**src/hdl/assert_macros.svh**
```systemverilog
// Assertion helpers shared by the RTL.
`ifndef ASSERT_MACROS_SVH
`define ASSERT_MACROS_SVH
`ifndef ASSERT_OFF
`define ASSERT_IMPLIES(label, clk, rst, ante, cons, msg) \
   label: assert property (@(posedge clk) disable iff (rst) (ante) |-> (cons)) else $error(msg);
`define ASSERT_ALWAYS(label, clk, rst, expr, msg) \
   label: assert property (@(posedge clk) disable iff (rst) (expr)) else $error(msg);
`else
`define ASSERT_IMPLIES(label, clk, rst, ante, cons, msg)
`define ASSERT_ALWAYS(label, clk, rst, expr, msg)
`endif
`endif

```
**src/hdl/rut_pkg.sv**
```systemverilog
`default_nettype none
package rut_pkg;
   localparam int SEQ_BITS    = 16;
   localparam int ACK_WINDOW  = 32;
   localparam int QUEUE_DEPTH = 16;
   localparam int SLOTS       = 16;
   localparam int READ_CAP    = 200;
   localparam int TIME_W      = 32;
   localparam int READS_W     = 8;
   localparam int SLOT_W      = $clog2(SLOTS);
   localparam int QIDX_W      = $clog2(QUEUE_DEPTH);
   localparam int CNT_W       = $clog2(QUEUE_DEPTH + 1);
   localparam int WIDX_W      = $clog2(ACK_WINDOW);
   localparam int ADDR_W      = SLOT_W + QIDX_W;

   typedef logic [SEQ_BITS-1:0]   seq_type;
   typedef logic [ACK_WINDOW-1:0] window_type;
   typedef logic [TIME_W-1:0]     time_type;

   typedef enum logic [1:0] {CMD_OPEN, CMD_SEND, CMD_RECV, CMD_TICK} cmd_type;
   typedef enum logic [2:0] {
      EV_SEND, EV_RCPT_OK, EV_RCPT_FAIL, EV_DELIVER, EV_DISCONNECT, EV_REJECT, EV_OPENED
   } event_type;
   typedef enum logic [1:0] {CSR_RCPT_EN, CSR_RCPT_TO, CSR_KEEPALIVE, CSR_DISC_TO} csr_index_type;

   typedef enum logic [3:0] {
      OP_NONE, OP_OPEN, OP_LOAD, OP_SEND, OP_RXUPD, OP_ACK, OP_DELIVER,
      OP_FAIL_HEAD, OP_DISC, OP_STORE, OP_FLUSH
   } dp_op_type;

   typedef struct packed {
      logic [1:0]  command;
      logic [3:0]  conn_id;
      time_type    now_ms;
      seq_type     rx_seq;
      seq_type     rx_ack_seq;
      window_type  rx_ack_bits;
      logic        rx_has_payload;
   } req_item_type;

   typedef struct packed {
      logic [2:0]  event_res;
      logic [3:0]  event_conn;
      seq_type     event_seq;
      seq_type     tx_ack_seq;
      window_type  tx_ack_bits;
      logic        last;
   } rsp_item_type;

   typedef struct packed {
      logic      latch;
      dp_op_type op;
   } dp_cmd_type;

   typedef struct packed {
      cmd_type           cmd;
      logic              active;
      logic              rcpt;
      logic              pay;
      logic              emit_ok;
      logic              load_done;
      logic              store_done;
      logic              hold_v;
      logic              force_ack;
      logic              keep_due;
      logic              expire_due;
      logic              disc_due;
      logic              ack_done;
      logic              cnt_zero;
      logic [CNT_W-1:0]  cnt;
   } dp_status_type;
endpackage
`default_nettype wire

```
**src/hdl/rut_ctrl.sv**
```systemverilog
`default_nettype none
module rut_ctrl (
   input  logic                   clock,
   input  logic                   reset,
   input  logic                   req_valid,
   output logic                   req_ready,
   output rut_pkg::dp_cmd_type    cmd,
   input  rut_pkg::dp_status_type status
);
   typedef enum logic [3:0] {
      S_IDLE, S_DISPATCH, S_OPEN, S_LOAD, S_SEND, S_RXUPD, S_RXFORCE, S_ACK,
      S_DELIV, S_KEEP, S_EXPIRE, S_DISC, S_DRAIN, S_STORE, S_FLUSH
   } state_type;

   state_type state_ff;
   logic      ready_ff;

   assign req_ready = ready_ff;

   always_comb begin
      cmd.latch = req_valid && ready_ff;
      cmd.op    = rut_pkg::OP_NONE;
      unique case (state_ff)
         S_OPEN:    if (status.emit_ok) cmd.op = rut_pkg::OP_OPEN;
         S_LOAD:    cmd.op = rut_pkg::OP_LOAD;
         S_SEND:    if (status.emit_ok) cmd.op = rut_pkg::OP_SEND;
         S_RXUPD:   cmd.op = rut_pkg::OP_RXUPD;
         S_RXFORCE: if (status.force_ack && status.emit_ok) cmd.op = rut_pkg::OP_SEND;
         S_ACK:     if (status.rcpt && !status.ack_done && status.emit_ok)
                       cmd.op = rut_pkg::OP_ACK;
         S_DELIV:   if (status.pay && status.emit_ok) cmd.op = rut_pkg::OP_DELIVER;
         S_KEEP:    if (status.keep_due && status.emit_ok) cmd.op = rut_pkg::OP_SEND;
         S_EXPIRE:  if (status.expire_due && status.emit_ok) cmd.op = rut_pkg::OP_FAIL_HEAD;
         S_DRAIN:   if (status.emit_ok)
                       cmd.op = status.cnt_zero ? rut_pkg::OP_DISC : rut_pkg::OP_FAIL_HEAD;
         S_STORE:   cmd.op = rut_pkg::OP_STORE;
         S_FLUSH:   cmd.op = rut_pkg::OP_FLUSH;
         default: ;
      endcase
   end

   always_ff @(posedge clock) begin
      if (reset) begin
         state_ff <= S_IDLE;
         ready_ff <= 1'b1;
      end else begin
         unique case (state_ff)
            S_IDLE: if (req_valid && ready_ff) begin
               ready_ff <= 1'b0;
               state_ff <= S_DISPATCH;
            end
            S_DISPATCH: begin
               unique case (status.cmd)
                  rut_pkg::CMD_OPEN: state_ff <= S_OPEN;
                  rut_pkg::CMD_SEND: state_ff <= status.active ? S_LOAD : S_SEND;
                  default:           state_ff <= status.active ? S_LOAD : S_FLUSH;
               endcase
            end
            S_OPEN: if (status.emit_ok) state_ff <= S_FLUSH;
            S_LOAD: if (status.load_done) begin
               unique case (status.cmd)
                  rut_pkg::CMD_SEND: state_ff <= S_SEND;
                  rut_pkg::CMD_RECV: state_ff <= S_RXUPD;
                  default:           state_ff <= S_KEEP;
               endcase
            end
            S_SEND: if (status.emit_ok) state_ff <= status.active ? S_STORE : S_FLUSH;
            S_RXUPD: state_ff <= S_RXFORCE;
            S_RXFORCE: if (!status.force_ack || status.emit_ok) state_ff <= S_ACK;
            S_ACK: if (!status.rcpt || status.ack_done) state_ff <= S_DELIV;
            S_DELIV: if (!status.pay || status.emit_ok) state_ff <= S_STORE;
            S_KEEP: if (!status.keep_due || status.emit_ok) state_ff <= S_EXPIRE;
            S_EXPIRE: if (!status.expire_due) state_ff <= S_DISC;
            S_DISC: state_ff <= status.disc_due ? S_DRAIN : S_STORE;
            S_DRAIN: if (status.emit_ok && status.cnt_zero) state_ff <= S_STORE;
            S_STORE: if (status.store_done) state_ff <= S_FLUSH;
            S_FLUSH: if (!status.hold_v) begin
               state_ff <= S_IDLE;
               ready_ff <= 1'b1;
            end
            default: state_ff <= S_IDLE;
         endcase
      end
   end
endmodule
`default_nettype wire

```
**config.mk**
```make
export PLATFORM = sky130hd
export DESIGN_NAME = rut_ctrl
export DESIGN_NICKNAME = d
export VERILOG_FILES = /design/src/hdl/assert_macros.svh /design/src/hdl/rut_pkg.sv /design/src/hdl/rut_ctrl.sv
export SDC_FILE = /design/constraint.sdc
export NUM_CORES = 1
export LEC_CHECK = 0
export BUFFER_PORTS_ARGS = -buffer_cell sky130_fd_sc_hd__buf_2
export CORE_MARGIN = 4
export CORE_UTILIZATION = 52
export DETAILED_ROUTE_END_ITERATION = 8
export GPL_TIMING_DRIVEN = 0
export PLACE_DENSITY = 0.83
export RECOVER_POWER = 100
export SLEW_MARGIN = 20
export SYNTH_ARGS = -nofsm -noshare
export SYNTH_HDL_FRONTEND = slang
export SYNTH_SLANG_ARGS = --single-unit
```
**constraint.sdc**
```tcl
create_clock -name clock -period 3 [get_ports clock]
set_input_delay 0.3 -clock clock [delete_from_list [all_inputs] [get_ports clock]]
set_output_delay 0.3 -clock clock [all_outputs]
set_load 0.1 [all_outputs]
```
==> run summary <==
Measured slew at the worst slew-check pin -> 1.162 ns
RSZ-0062 raised after global routing -> no
Drt first pass iters -> 4
Setup slack after layout -> 0.4350 ns
Grt total ovfl -> 0
P_leak -> 0.0004199 µW
Initial detailed-routing violation count -> 24
Share of cells above drive strength 1 -> 27.82%
Overall Power -> 1010 µW
Setup bufs post-CTS -> 0
Clock-pin slew on the worst setup and hold paths -> 0.05 ns
DR DRC count -> 0
Max-cap violations -> 0
Crit path buf inv count -> 3
Distinct cells, synth -> 45
I/O Buffers -> 23
Dominant cell type by area after synthesis -> dfxtp_1
Syn nets -> 132
Area contributors post-synth -> dfxtp_1 (13%), mux2i_1 (5.1%), ha_1 (4.8%), nand2_1 (4.3%), nand2b_1 (4.0%)
Sw Pwr -> 599.3 µW
Final nets -> 160
Area Overhead vs Synth -> 19.02%
Peak supply drop -> 0.5239 mV
ANT cells -> 0
Final Max Slew Viols -> 0
Period utilisation layout -> 85.50%
Worst R2R Start -> state_ff[3]
Length in cells of the worst reg-to-reg path -> 6
CP max stage cell -> dfxtp_1
First-pass GRT wire length -> 3594 µm
Cell area after synthesis -> 789.5 µm²
Commonest non-fill, non-tap cell in the layout -> buf_2
Ys Warns -> 0
Share of power burned in the clock network -> 7.9%
Antenna violations before repair -> 0
Die Area -> 2206 µm²
WP data required -> 2.70 ns
Worst hold slack -> 0.3499 ns
Crit. End Element -> primary output
Outcome -> completed
Pwr/cell area -> 1075 nW/µm²
Number of synthesized flops with an enable pin -> 0
Crit path kind -> reg -> out
Most frequent cells in the layout -> buf_2 (21), nand2_1 (9), nor2_1 (8)
Clock root cell -> clkbuf_4
CTS H-Tree Depth -> 1
Pre-CTS WS -> 0.7818 ns
GP Congestion -> 0.8828
Hold depth -> 2
DRT antenna net count -> 0
Final TNS setup -> 0 ns
Worst Skew -> 0.007942 ns
Avg Inst Size Synth -> 7.448 µm²
Setup violators final -> 0
HP Start -> reset
Max FO, Critical Path -> 10
Die Ht -> 46.97 µm
Overall Global Routing Usage -> 22.42%
Worst Hold Path EP -> state_ff[2]
Clock Path Buffers -> 2
Num CTS Buffers -> 3
Clock sinks -> 5
Core ar. -> 1366 µm²
Clock Latency Late Sink -> 0.25 ns
CTS resizes -> 0
Seq/Total Area, Yosys -> 12.68%
Top delay family on crit path -> buffers and inverters
Post-DP HPWL -> 1762 µm
Post-synth top area share -> 12.68%
CTS tree -> done
Routed length per instance -> 15.52 µm
Routed via count -> 963
IO Count -> 29
Initial Util -> 57.78%
Worst min-delay path category -> in -> reg
Hold buffer count at CTS -> 0
Via density -> 6.507
Comb power frac -> 81.6%
CP cell instances -> clkbuf_1 > inv_1 > a32oi_1 > nand3_1 > o21ai_1 > o31ai_2 > clkbuf_2
Register-to-Register Setup Slack -> 0.80 ns
P_int -> 411.1 µW
Register share of total power -> 10.5%
FILL cells -> 127
Sw frac -> 59.31%
Vias in the first global route -> 870
DIE WIDTH -> 46.97 µm
Synthesis-stage register bit count -> 5
Worst path arrival time -> 2.26 ns
Post-synth ARST share -> 0%
Ys flop type -> dfxtp_1
CP Depth -> 7
Rows -> 13
Tmin final -> 2.565 ns
Crit Reg-Reg Endpoint -> state_ff[3]
Startpoint types -> flip-flop
F_max -> 389.9 MHz
Slew headroom -> 22.84%
Cell count after synthesis -> 106
Routed WL -> 2297 µm
Worst path max stage delay -> 0.37 ns
Final hold viol count -> 0
Largest net degree at the start of global routing -> 11
[sequential cells by signal, summed over array words and instances, names as in the netlist]
register,flops
req_ready,1
state_ff,4
[stage by stage]
step | util (%) | instance area [µm²] | cells
global placement | 68.77 | 939.7 | 144
CTS | 70.70 | 965.9 | 148
floorplan | - | 805.8 | 106
global route | 68.77 | 939.7 | 148
detailed placement | 68.77 | 939.7 | 144
finish | 68.77 | 939.7 | 148
[cell type report]
cell class | count | area [µm²] | share of cell area [%]
multi-input combinational | 86 | 609.3 | 64.85
tap | 15 | 18.77 | 1.997
inverter | 6 | 22.52 | 2.397
timing repair buffer | 23 | 112.6 | 11.98
sequential | 5 | 100.1 | 10.65
buffer | 9 | 50.05 | 5.326
clock buffer | 4 | 26.28 | 2.796
[cells by family (layout without fill, tap and decap cells)]
logic type               Yosys count  in the layout  synth area share, %
AND/OR/NAND/NOR                   50             50                37.40
AO/OA/AOI/OAI                     28             28                29.32
buffers and inverters             15             42                9.349
multiplexers                       5              5                6.498
flip-flops                         5              5                12.68
adder cells (fa/ha/maj)            3              3                4.755
[cell usage after synthesis (2+ instances only)]
library cell	number
a2111oi_0	3
a21oi_1	2
buf_2	5
buf_4	3
dfxtp_1	5
ha_1	3
inv_1	5
mux2i_1	4
nand2_1	9
nand2b_1	5
nand3_1	2
nand3b_1	2
nand4_1	3
nor2_1	8
nor2b_1	5
nor3_1	2
nor3b_1	2
nor4_1	3
o211a_1	2
o211ai_1	2
o21ai_0	2
o21ai_1	3
o31ai_1	3
or3_1	2
[metal layers]
layer / vias up / routed length, µm / GRT usage, %
li1: 456 / - / -
met1: 442 / 916 / 25.80
met2: 57 / 1118 / 40.65
met3: 8 / 204 / 3.831
met4: 0 / 57 / 8.840
met5: - / 0 / 0
[power by group through the flow]
stage	sequential (µW)	clock, µW	combinational [µW]
5_1_grt	108	84.8	880
2_1_floorplan	133	0	654
6_report	106	79.8	825
4_1_cts	105	81.3	840
3_5_place_dp	106	0	834
3_3_place_gp	106	0	811
[worst max-delay path by stage]
stage	startpoint	end
final	state_ff[3]	cmd[0]
after global routing	state_ff[3]	cmd[0]
after CTS	state_ff[1]	cmd[2]
after detailed placement	state_ff[1]	cmd[2]
after global placement	state_ff[1]	cmd[2]
after floorplan	state_ff[1]	cmd[3]
Power figures use the tool's default switching activity.
